### src/lbe_pkg.sv
// ============================================================================
// lbe_pkg: shared types and constants of the Legendre basis evaluator
// Holds the widths, the controller state encoding and the command and
// status bundles between controller and datapath.
// ============================================================================
`default_nettype none

package lbe_pkg;

    localparam int PT_W       = 32;   // Q16.16 point and bounds
    localparam int VAL_W      = 32;   // Q2.30 values
    localparam int DEG_W      = 5;
    localparam int NORM_W     = 6;
    localparam int ADDR_W     = 2;
    localparam int MAP_W      = PT_W + 2;            // exact difference of two Q16.16
    localparam int MAP_STEPS  = 32;                  // quotient bits of the mapping
    localparam int PROD_W     = 2 * VAL_W;
    localparam int T_W        = VAL_W + 2;           // rounded x*P, may reach 2^31
    localparam int NUM_W      = 40;                  // recurrence numerator
    localparam int DIV_BITS   = 4;                   // quotient bits per cycle
    localparam int DIV_STEPS  = NUM_W / DIV_BITS;
    localparam int CNT_W      = 6;
    localparam int TDATA_W    = 48;
    localparam int TUSER_W    = 2;

    localparam logic [DEG_W-1:0] MAX_ORDER = 5'd31;
    localparam logic signed [VAL_W-1:0] ONE_Q30 = 32'sh4000_0000;
    localparam logic signed [VAL_W-1:0] VAL_MAX = 32'sh7FFF_FFFF;
    localparam logic signed [VAL_W-1:0] VAL_MIN = 32'sh8000_0000;

    localparam logic [ADDR_W-1:0] REG_LOWER_BOUND = 2'd0;
    localparam logic [ADDR_W-1:0] REG_UPPER_BOUND = 2'd1;
    localparam logic [ADDR_W-1:0] REG_MAX_DEGREE  = 2'd2;

    typedef enum logic [3:0] {
        ST_IDLE,
        ST_MAP_CHECK,
        ST_MAP_DIV,
        ST_MAP_FINISH,
        ST_EMIT,
        ST_MUL,
        ST_ROUND,
        ST_NUM,
        ST_DIV_LOAD,
        ST_DIV,
        ST_DIV_FINISH
    } lbe_state_t;

    typedef struct packed {
        logic accept;
        logic map_check;
        logic map_step;
        logic map_finish;
        logic mul;
        logic round;
        logic num;
        logic div_load;
        logic div_step;
        logic div_finish;
        logic emit;
    } lbe_cmd_t;

    typedef struct packed {
        logic map_special;   // point lands on the upper bound or outside, or empty or reversed interval
        logic map_last;      // last mapping quotient bit
        logic div_last;      // last group of quotient bits
        logic deg_last;      // current degree is the highest requested
        logic deg_nonzero;   // next degree is two or more
    } lbe_status_t;

endpackage

`default_nettype wire

### src/legendre_basis_evaluator_unit.sv
// ============================================================================
// legendre_basis_evaluator_unit: Legendre polynomial values per sample point
// Maps a Q16.16 point onto [-1,1] and streams P_0..P_N in Q2.30.
// ============================================================================
// One point is taken at a time. It is mapped onto [-1,1] by a restoring
// division, one quotient bit per cycle (skipped for points on the upper
// bound, outside the interval or with an empty or reversed interval), then
// N+1 results leave in degree order. Degrees 0 and 1 need no division; every
// higher degree is set mainly by the division by the degree, which retires
// 4 quotient bits a cycle over a 40-bit numerator. The next point is
// accepted once the last result of the current one sits in the output
// register.
// ============================================================================
`default_nettype none

module legendre_basis_evaluator_unit
    import lbe_pkg::*;
(
    input  wire logic               clk,
    input  wire logic               rst_n,
    // configuration
    input  wire logic               cfg_we,
    input  wire logic [ADDR_W-1:0]  cfg_addr,
    input  wire logic [PT_W-1:0]    cfg_wdata,
    // input stream
    input  wire logic               s_axis_tvalid,
    output logic                    s_axis_tready,
    input  wire logic [PT_W-1:0]    s_axis_tdata,     // [31:0] point
    input  wire logic               s_axis_tlast,     // final_point
    // result stream
    output logic                    m_axis_tvalid,
    input  wire logic               m_axis_tready,
    output logic [TDATA_W-1:0]      m_axis_tdata,     // [4:0] degree, [36:5] poly_value,
                                                      // [42:37] norm_twice, rest zero
    output logic                    m_axis_tlast,     // last_of_point
    output logic [TUSER_W-1:0]      m_axis_tuser      // [0] set_done, [1] out_of_range
);

    logic [PT_W-1:0]   lower_bound_reg, upper_bound_reg;
    logic [DEG_W-1:0]  max_degree_reg;
    lbe_cmd_t          cmd;
    lbe_status_t       status;
    logic [DEG_W-1:0]  degree;
    logic [VAL_W-1:0]  poly_value;
    logic [NORM_W-1:0] norm_twice;
    logic              set_done, out_of_range;

    always_ff @(posedge clk or negedge rst_n)
    begin
        if (!rst_n)
        begin
            lower_bound_reg <= 32'hFFFF_0000;
            upper_bound_reg <= 32'h0001_0000;
            max_degree_reg  <= '0;
        end
        else if (cfg_we)
        begin
            unique case (cfg_addr)
                REG_LOWER_BOUND: lower_bound_reg <= cfg_wdata;
                REG_UPPER_BOUND: upper_bound_reg <= cfg_wdata;
                REG_MAX_DEGREE:  max_degree_reg  <= cfg_wdata[DEG_W-1:0];
                default:         ;
            endcase
        end
    end

    lbe_ctrl u_ctrl (
        .clk       (clk),
        .rst_n     (rst_n),
        .in_valid  (s_axis_tvalid),
        .in_ready  (s_axis_tready),
        .out_valid (m_axis_tvalid),
        .out_ready (m_axis_tready),
        .status    (status),
        .cmd       (cmd)
    );

    lbe_dpath u_dpath (
        .clk           (clk),
        .rst_n         (rst_n),
        .cmd           (cmd),
        .point         (s_axis_tdata),
        .final_point   (s_axis_tlast),
        .lower_bound   (lower_bound_reg),
        .upper_bound   (upper_bound_reg),
        .max_degree    (max_degree_reg),
        .status        (status),
        .degree        (degree),
        .poly_value    (poly_value),
        .norm_twice    (norm_twice),
        .last_of_point (m_axis_tlast),
        .set_done      (set_done),
        .out_of_range  (out_of_range)
    );

    assign m_axis_tdata = {{(TDATA_W - NORM_W - VAL_W - DEG_W){1'b0}},
                           norm_twice, poly_value, degree};
    assign m_axis_tuser = {out_of_range, set_done};

endmodule

`default_nettype wire

### src/lbe_ctrl.sv
// ============================================================================
// lbe_ctrl: sequencer of the Legendre basis evaluator
// Steps the datapath through the interval mapping and the per-degree
// recurrence and owns the output valid flag.
// ============================================================================
`default_nettype none

module lbe_ctrl
    import lbe_pkg::*;
(
    input  wire logic        clk,
    input  wire logic        rst_n,
    input  wire logic        in_valid,
    output logic             in_ready,
    output logic             out_valid,
    input  wire logic        out_ready,
    input  wire lbe_status_t status,
    output lbe_cmd_t         cmd
);

    lbe_state_t state_reg, state_next;
    logic       out_valid_reg, out_valid_next;
    logic       out_free;

    always_ff @(posedge clk or negedge rst_n)
    begin
        if (!rst_n)
        begin
            state_reg     <= ST_IDLE;
            out_valid_reg <= 1'b0;
        end
        else
        begin
            state_reg     <= state_next;
            out_valid_reg <= out_valid_next;
        end
    end

    assign out_free  = !out_valid_reg || out_ready;
    assign out_valid = out_valid_reg;

    always_comb
    begin
        state_next = state_reg;
        cmd        = '0;
        in_ready   = 1'b0;
        unique case (state_reg)
            ST_IDLE:
            begin
                in_ready = 1'b1;
                if (in_valid)
                begin
                    cmd.accept = 1'b1;
                    state_next = ST_MAP_CHECK;
                end
            end
            ST_MAP_CHECK:
            begin
                cmd.map_check = 1'b1;
                state_next    = status.map_special ? ST_EMIT : ST_MAP_DIV;
            end
            ST_MAP_DIV:
            begin
                cmd.map_step = 1'b1;
                if (status.map_last)
                    state_next = ST_MAP_FINISH;
            end
            ST_MAP_FINISH:
            begin
                cmd.map_finish = 1'b1;
                state_next     = ST_EMIT;
            end
            ST_EMIT:
            begin
                if (out_free)
                begin
                    cmd.emit = 1'b1;
                    if (status.deg_last)
                        state_next = ST_IDLE;
                    else if (status.deg_nonzero)
                        state_next = ST_MUL;
                end
            end
            ST_MUL:
            begin
                cmd.mul    = 1'b1;
                state_next = ST_ROUND;
            end
            ST_ROUND:
            begin
                cmd.round  = 1'b1;
                state_next = ST_NUM;
            end
            ST_NUM:
            begin
                cmd.num    = 1'b1;
                state_next = ST_DIV_LOAD;
            end
            ST_DIV_LOAD:
            begin
                cmd.div_load = 1'b1;
                state_next   = ST_DIV;
            end
            ST_DIV:
            begin
                cmd.div_step = 1'b1;
                if (status.div_last)
                    state_next = ST_DIV_FINISH;
            end
            ST_DIV_FINISH:
            begin
                cmd.div_finish = 1'b1;
                state_next     = ST_EMIT;
            end
            default:
            begin
                state_next = ST_IDLE;
            end
        endcase
    end

    always_comb
    begin
        if (cmd.emit)
            out_valid_next = 1'b1;
        else if (out_ready)
            out_valid_next = 1'b0;
        else
            out_valid_next = out_valid_reg;
    end

endmodule

`default_nettype wire

### src/lbe_dpath.sv
// ============================================================================
// lbe_dpath: arithmetic of the Legendre basis evaluator
// Interval mapping by restoring division, one x*P multiply per degree from
// two on, the recurrence numerator and a radix-16 division by the degree.
// ============================================================================
`default_nettype none

module lbe_dpath
    import lbe_pkg::*;
(
    input  wire logic               clk,
    input  wire logic               rst_n,
    input  wire lbe_cmd_t           cmd,
    input  wire logic [PT_W-1:0]    point,
    input  wire logic               final_point,
    input  wire logic [PT_W-1:0]    lower_bound,
    input  wire logic [PT_W-1:0]    upper_bound,
    input  wire logic [DEG_W-1:0]   max_degree,
    output lbe_status_t             status,
    output logic [DEG_W-1:0]        degree,
    output logic [VAL_W-1:0]        poly_value,
    output logic [NORM_W-1:0]       norm_twice,
    output logic                    last_of_point,
    output logic                    set_done,
    output logic                    out_of_range
);

    // point state
    logic signed [MAP_W-1:0]  span_reg;
    logic [MAP_W-1:0]         rem_reg;
    logic [MAP_STEPS-1:0]     q_reg;
    logic signed [VAL_W-1:0]  x_reg;
    logic                     oor_reg;
    logic                     fin_reg;
    logic [DEG_W-1:0]         n_reg;
    logic [DEG_W-1:0]         l_reg;
    logic [CNT_W-1:0]         cnt_reg;
    // recurrence state
    logic signed [VAL_W-1:0]  pm1_reg, pm2_reg, p_reg;
    logic signed [PROD_W-1:0] prod_reg;
    logic signed [T_W-1:0]    t_reg;
    logic signed [NUM_W-1:0]  num_reg;
    logic [NUM_W-1:0]         dq_reg;
    logic [DEG_W-1:0]         dr_reg;
    logic                     neg_reg;
    // output payload
    logic [DEG_W-1:0]         degree_reg;
    logic [VAL_W-1:0]         value_reg;
    logic [NORM_W-1:0]        norm_reg;
    logic                     last_reg, done_reg, oor_out_reg;

    // mapping
    logic signed [MAP_W-1:0]  lo_ext, hi_ext, pt_ext;
    logic                     span_nonpos, d_neg, d_gt, d_eq;
    logic [MAP_W-1:0]         rem_sh;
    logic                     rem_ge;
    logic [MAP_STEPS:0]       q_inc;
    logic [DEG_W-1:0]         n_clamped;

    // recurrence
    logic [PROD_W-1:0]        prod_mag;
    logic [PROD_W-1:0]        prod_rnd;
    logic [T_W-1:0]           t_mag;
    logic [NORM_W-1:0]        coef_a;
    logic [DEG_W-1:0]         coef_b;
    logic signed [T_W+NORM_W:0]  term_a;
    logic signed [VAL_W+DEG_W:0] term_b;
    logic signed [NUM_W-1:0]  num_next;
    logic [NUM_W-1:0]         num_mag;
    logic [NUM_W-1:0]         dq_next;
    logic [DEG_W-1:0]         dr_next;
    logic [DEG_W:0]           trial;
    logic signed [VAL_W-1:0]  p_next;
    logic signed [VAL_W-1:0]  emit_value;

    assign lo_ext = MAP_W'($signed(lower_bound));
    assign hi_ext = MAP_W'($signed(upper_bound));
    assign pt_ext = MAP_W'($signed(point));
    assign n_clamped = (max_degree > MAX_ORDER) ? MAX_ORDER : max_degree;

    // rem_reg holds the signed offset point - lower until the division starts
    assign span_nonpos = span_reg[MAP_W-1] || (span_reg == '0);
    assign d_neg       = rem_reg[MAP_W-1];
    assign d_gt        = $signed(rem_reg) > span_reg;
    assign d_eq        = $signed(rem_reg) == span_reg;

    assign rem_sh = {rem_reg[MAP_W-2:0], 1'b0};
    assign rem_ge = rem_sh >= $unsigned(span_reg);
    assign q_inc  = {1'b0, q_reg} + (MAP_STEPS+1)'(1);

    // round x*P to Q2.30, half away from zero
    assign prod_mag = prod_reg[PROD_W-1] ? PROD_W'(-prod_reg) : PROD_W'(prod_reg);
    assign prod_rnd = (prod_mag + (PROD_W'(1) << 29)) >> 30;
    assign t_mag    = prod_rnd[T_W-1:0];

    assign coef_a   = {l_reg, 1'b0} - NORM_W'(1);
    assign coef_b   = l_reg - DEG_W'(1);
    assign term_a   = t_reg * $signed({1'b0, coef_a});
    assign term_b   = pm2_reg * $signed({1'b0, coef_b});
    assign num_next = NUM_W'(term_a) - NUM_W'(term_b);
    assign num_mag  = num_reg[NUM_W-1] ? NUM_W'(-num_reg) : NUM_W'(num_reg);

    // four restoring steps against the degree, remainder stays below it
    always_comb
    begin
        dq_next = dq_reg;
        dr_next = dr_reg;
        trial   = '0;
        for (int i = 0; i < DIV_BITS; i++)
        begin
            trial = {dr_next, dq_next[NUM_W-1]};
            if (trial >= {1'b0, l_reg})
            begin
                trial   = trial - {1'b0, l_reg};
                dq_next = {dq_next[NUM_W-2:0], 1'b1};
            end
            else
            begin
                dq_next = {dq_next[NUM_W-2:0], 1'b0};
            end
            dr_next = trial[DEG_W-1:0];
        end
    end

    always_comb
    begin
        if (neg_reg)
            p_next = (dq_reg > NUM_W'(33'h1_0000_0000 >> 1)) ? VAL_MIN
                                                           : VAL_W'(-dq_reg);
        else
            p_next = (dq_reg > NUM_W'(VAL_MAX)) ? VAL_MAX : VAL_W'(dq_reg);
    end

    always_comb
    begin
        if (l_reg == '0)
            emit_value = ONE_Q30;
        else if (l_reg == DEG_W'(1))
            emit_value = x_reg;
        else
            emit_value = p_reg;
    end

    always_ff @(posedge clk or negedge rst_n)
    begin
        if (!rst_n)
        begin
            l_reg   <= '0;
            cnt_reg <= '0;
        end
        else
        begin
            if (cmd.accept || cmd.div_load)
                cnt_reg <= '0;
            else if (cmd.map_step || cmd.div_step)
                cnt_reg <= cnt_reg + CNT_W'(1);
            if (cmd.accept)
                l_reg <= '0;
            else if (cmd.emit)
                l_reg <= l_reg + DEG_W'(1);
        end
    end

    always_ff @(posedge clk)
    begin
        if (cmd.accept)
        begin
            span_reg <= hi_ext - lo_ext;
            rem_reg  <= MAP_W'(pt_ext - lo_ext);
            q_reg    <= '0;
            fin_reg  <= final_point;
            n_reg    <= n_clamped;
            oor_reg  <= 1'b0;
        end
        if (cmd.map_check)
        begin
            oor_reg <= span_nonpos || d_neg || d_gt;
            x_reg   <= d_neg ? -ONE_Q30 : ONE_Q30;
        end
        if (cmd.map_step)
        begin
            rem_reg <= rem_ge ? rem_sh - $unsigned(span_reg) : rem_sh;
            q_reg   <= {q_reg[MAP_STEPS-2:0], rem_ge};
        end
        if (cmd.map_finish)
            x_reg <= $signed(q_inc[MAP_STEPS:1]) - ONE_Q30;
        if (cmd.mul)
            prod_reg <= x_reg * pm1_reg;
        if (cmd.round)
            t_reg <= prod_reg[PROD_W-1] ? -$signed(t_mag) : $signed(t_mag);
        if (cmd.num)
            num_reg <= num_next;
        if (cmd.div_load)
        begin
            neg_reg <= num_reg[NUM_W-1];
            dq_reg  <= num_mag + NUM_W'(l_reg >> 1);
            dr_reg  <= '0;
        end
        if (cmd.div_step)
        begin
            dq_reg <= dq_next;
            dr_reg <= dr_next;
        end
        if (cmd.div_finish)
            p_reg <= p_next;
        if (cmd.emit)
        begin
            pm2_reg     <= pm1_reg;
            pm1_reg     <= emit_value;
            degree_reg  <= l_reg;
            value_reg   <= emit_value;
            norm_reg    <= {l_reg, 1'b1};
            last_reg    <= (l_reg == n_reg);
            done_reg    <= (l_reg == n_reg) && fin_reg;
            oor_out_reg <= oor_reg;
        end
    end

    assign status.map_special = span_nonpos || d_neg || d_gt || d_eq;
    assign status.map_last    = (cnt_reg == CNT_W'(MAP_STEPS - 1));
    assign status.div_last    = (cnt_reg == CNT_W'(DIV_STEPS - 1));
    assign status.deg_last    = (l_reg == n_reg);
    assign status.deg_nonzero = (l_reg != '0);

    assign degree        = degree_reg;
    assign poly_value    = value_reg;
    assign norm_twice    = norm_reg;
    assign last_of_point = last_reg;
    assign set_done      = done_reg;
    assign out_of_range  = oor_out_reg;

endmodule

`default_nettype wire

### config.mk
export PLATFORM = sky130hd
export DESIGN_NAME = legendre_basis_evaluator_unit
export DESIGN_NICKNAME = d
export VERILOG_FILES = /design/src/lbe_pkg.sv /design/src/legendre_basis_evaluator_unit.sv /design/src/lbe_ctrl.sv /design/src/lbe_dpath.sv
export SDC_FILE = /design/constraint.sdc
export NUM_CORES = 2
export LEC_CHECK = 0
export ABC_AREA = 1
export BUFFER_PORTS_ARGS = -buffer_cell sky130_fd_sc_hd__clkbuf_2
export CAP_MARGIN = 10
export CORE_MARGIN = 2
export CORE_UTILIZATION = 50
export CTS_BUF_LIST = sky130_fd_sc_hd__clkbuf_4
export CTS_CLUSTER_SIZE = 24
export DETAILED_ROUTE_END_ITERATION = 12
export GPL_TIMING_DRIVEN = 0
export PLACE_DENSITY = 0.68
export SLEW_MARGIN = 25
export SYNTH_ARGS = -nofsm -noshare
export SYNTH_HDL_FRONTEND = slang
export SYNTH_SLANG_ARGS = --single-unit
### constraint.sdc
create_clock -name clk -period 8.25 [get_ports clk]
set_clock_uncertainty 0.2 [all_clocks]
set_input_delay 1.2375 -clock clk [delete_from_list [all_inputs] [get_ports clk]]
set_output_delay 1.2375 -clock clk [all_outputs]
set_load 0.01 [all_outputs]
==> metrics.cfg <==
[cells_and_area]
drive_gt1_share_pct = 10.52
final_cell_mix = 2,431 x inv_1, 2,171 x nand2_1, 1,374 x fa_1
area_delta_synth_final_pct = 11.25
mostFrequentLayoutCell = inv_1
largest_reg_flops = 64
nNetsFinal = 12350
fin_area_um2 = 91050

[grt]
use_met2_pct = 53.31
grt_use_met1_pct = 47.11
grt_max_degree = 62
grtUsageTotal_pct = 34.93
grt_pass1_vias = 70440
gr-max-usage-layer = met2
antenna_found_initial = 10
overflow = 0
gr-usage-met3_pct = 7.870
grt_pass1_wl_um = 433400

[run]
max_cap_viol_count = 0

[yosys]
synth_cell_type_count = 67
synth_flop_cell = edfxtp_1
synth.largest_area_cell = fa_1
synth-edff-count = 426
yosys_warnings = 0
seq_area_frac_synth_pct = 18.26
syn_area_per_cell_um2 = 8.230
async_flop_share_pct = 16.63
syn_inst = 9945
ys_seq_elements = 511
synth.area.top_cells = fa_1 34%, edfxtp_1 16%, inv_1 11%, nand2_1 10%, ha_1 7.3%
yosysTopAreaCellShare_pct = 34.24
syn_area_um2 = 81840

[placement]
place_congestion = 1.040
place_area_um2 = 85720
hpwl_um = 233300
io_buffers = 118

[clock_network]
clk_pin_slew_ns = 0.08
cts_buffers = 134
cts-root-buf = clkbuf_4
cts.htree.levels = 4
cts.sinks = 511
clkLatencyLatePin_ns = 1.09
cts_tree = built
cts.path.max_buffers = 3

[die]
die_w_um = 408.6
die_h_um = 408.6
die_area_um2 = 166900
num_rows = 148
pin_count = 125
core-area_um2 = 162600
initial_utilization_pct = 50.34

[worst_setup_path]
slowest_stage = fa_2
cp_slowest_stage_delay_ns = 0.72
required_ns = 8.80
worstSetupStartpointType = flip-flop
arrival_ns = 8.86
regToRegSetupSlack_ns = -0.06
crit_fanout = 11
crit_type = flip-flop to flip-flop
endpoint_kind = flip-flop

[run_status]
violations = setup timing
status = finished, violations left

[sta]
fin_crit_ns = 8.307
slew_viol_final = 0
fmax_mhz = 120.4
final_hold_viol_count = 0
rsz0062_at_grt = yes
tightestPinTransition_ns = 1.116
report.final.setup_viol = 5
hold_ws_ns = 0.1388
setup_slack_ns = -0.05746
slew_headroom_pct = 25.60
fin_crit_sh_pct = 100.7

[detailed_routing]
initialDrtViolationCount = 6929
num_vias = 69350
wl_um = 289600
wl_per_cell_um = 22.82
via_per_inst = 5.465
antenna_left = 0
dr.pass1.iters = 7
drc = 0

[min_path]
hold_path_class = primary input to flip-flop

==> critical path: cells and delay by family, from the launching register on <==
| family | cells | cell delay [ns] |
|---|---|---|
| adders and majority gates | 9 | 4.63 |
| buffers and inverters | 10 | 1.20 |
| AOI/OAI and AO/OA | 5 | 0.98 |
| DFF | 1 | 0.45 |
| and+or+nand+nor | 3 | 0.25 |
| xor gates and xnor gates | 1 | 0.20 |
==> what timing repair did <==
item / 4_1_cts / 5_1_grt
resized for setup: 352 / 270
pin swaps: 24 / 43
hold buffers: 1 / 0
hold endpoints to repair: 24 / 0
setup endpoints to repair: 83 / 48
buffers inserted: 175 / 40
==> logic make-up after synthesis <==
kind of cell	Yosys count	synth area share, %
AO/OA/AOI/OAI	970	6.543
XOR/XNOR	308	3.328
buffers and inverters	2801	12.94
AND/OR/NAND/NOR	3473	17.35
flip-flops	511	18.26
multiplexers	1	0.01376
adder cells (fa/ha/maj)	1879	41.57
other	2	0.009176
==> synth_stat cells (52+ instances only) <==
master and count:
a21oi_1 362, a31oi_1 52, clkbuf_1 304, dfrtp_1 68, edfxtp_1 426, fa_1 1400
ha_1 479, inv_1 2445, nand2_1 2185, nand3_1 217, nand4_1 73, nor2_1 758
nor3_1 72, o21ai_0 390, xnor2_1 117, xor2_1 189
==> per-stage QoR <==
step	setup WS, ns	instances	TNS [ns]	util, %
2_1_floorplan	0.5649	9949	0	-
3_3_place_gp	-2.797	12240	-123.75	52.38
3_5_place_dp	-2.763	12260	-117.40	52.73
4_1_cts	-0.002096	12640	-0.002096	55.38
5_1_grt	-0.1837	12680	-0.8918	55.99
6_report	-0.05746	12690	-0.1422	56.00
==> cell type report <==
class	instances	area (um2)
Sequential cell	511	14940
Antenna cell	13	32.53
Tap cell	2175	2721
Fill cell	15240	71530
Clock inverter	45	281.5
Buffer	305	1795
Multi-Input combinational cell	6637	57410
Clock buffer	193	1449
Timing Repair Buffer	353	3166
Inverter	2458	9253
==> worst paths after layout <==
check | from | to | cells after the start
max in group asynchronous | rst_n | u_dpath.cnt_reg[5] | 3
setup / recovery | u_dpath.x_reg[31] | u_dpath.prod_reg[62] | 28
hold / removal | s_axis_tlast | u_dpath.fin_reg | 1
setup reg to reg | u_dpath.x_reg[31] | u_dpath.prod_reg[62] | 28
hold reg to reg | max_degree_reg[1] | max_degree_reg[1] | 2
min in group asynchronous | rst_n | upper_bound_reg[29] | 2
==> metal layers <==
metal  routed length, um  share of wire [%]
met1              115200                 40
met2              127400                 44
met3               30150                 10
met4               16870                5.8
met5                   0                  0
Power is left out: the tool's default activity adds up to more than one toggle a clock period on the data nets, which glitch-free logic cannot reach.
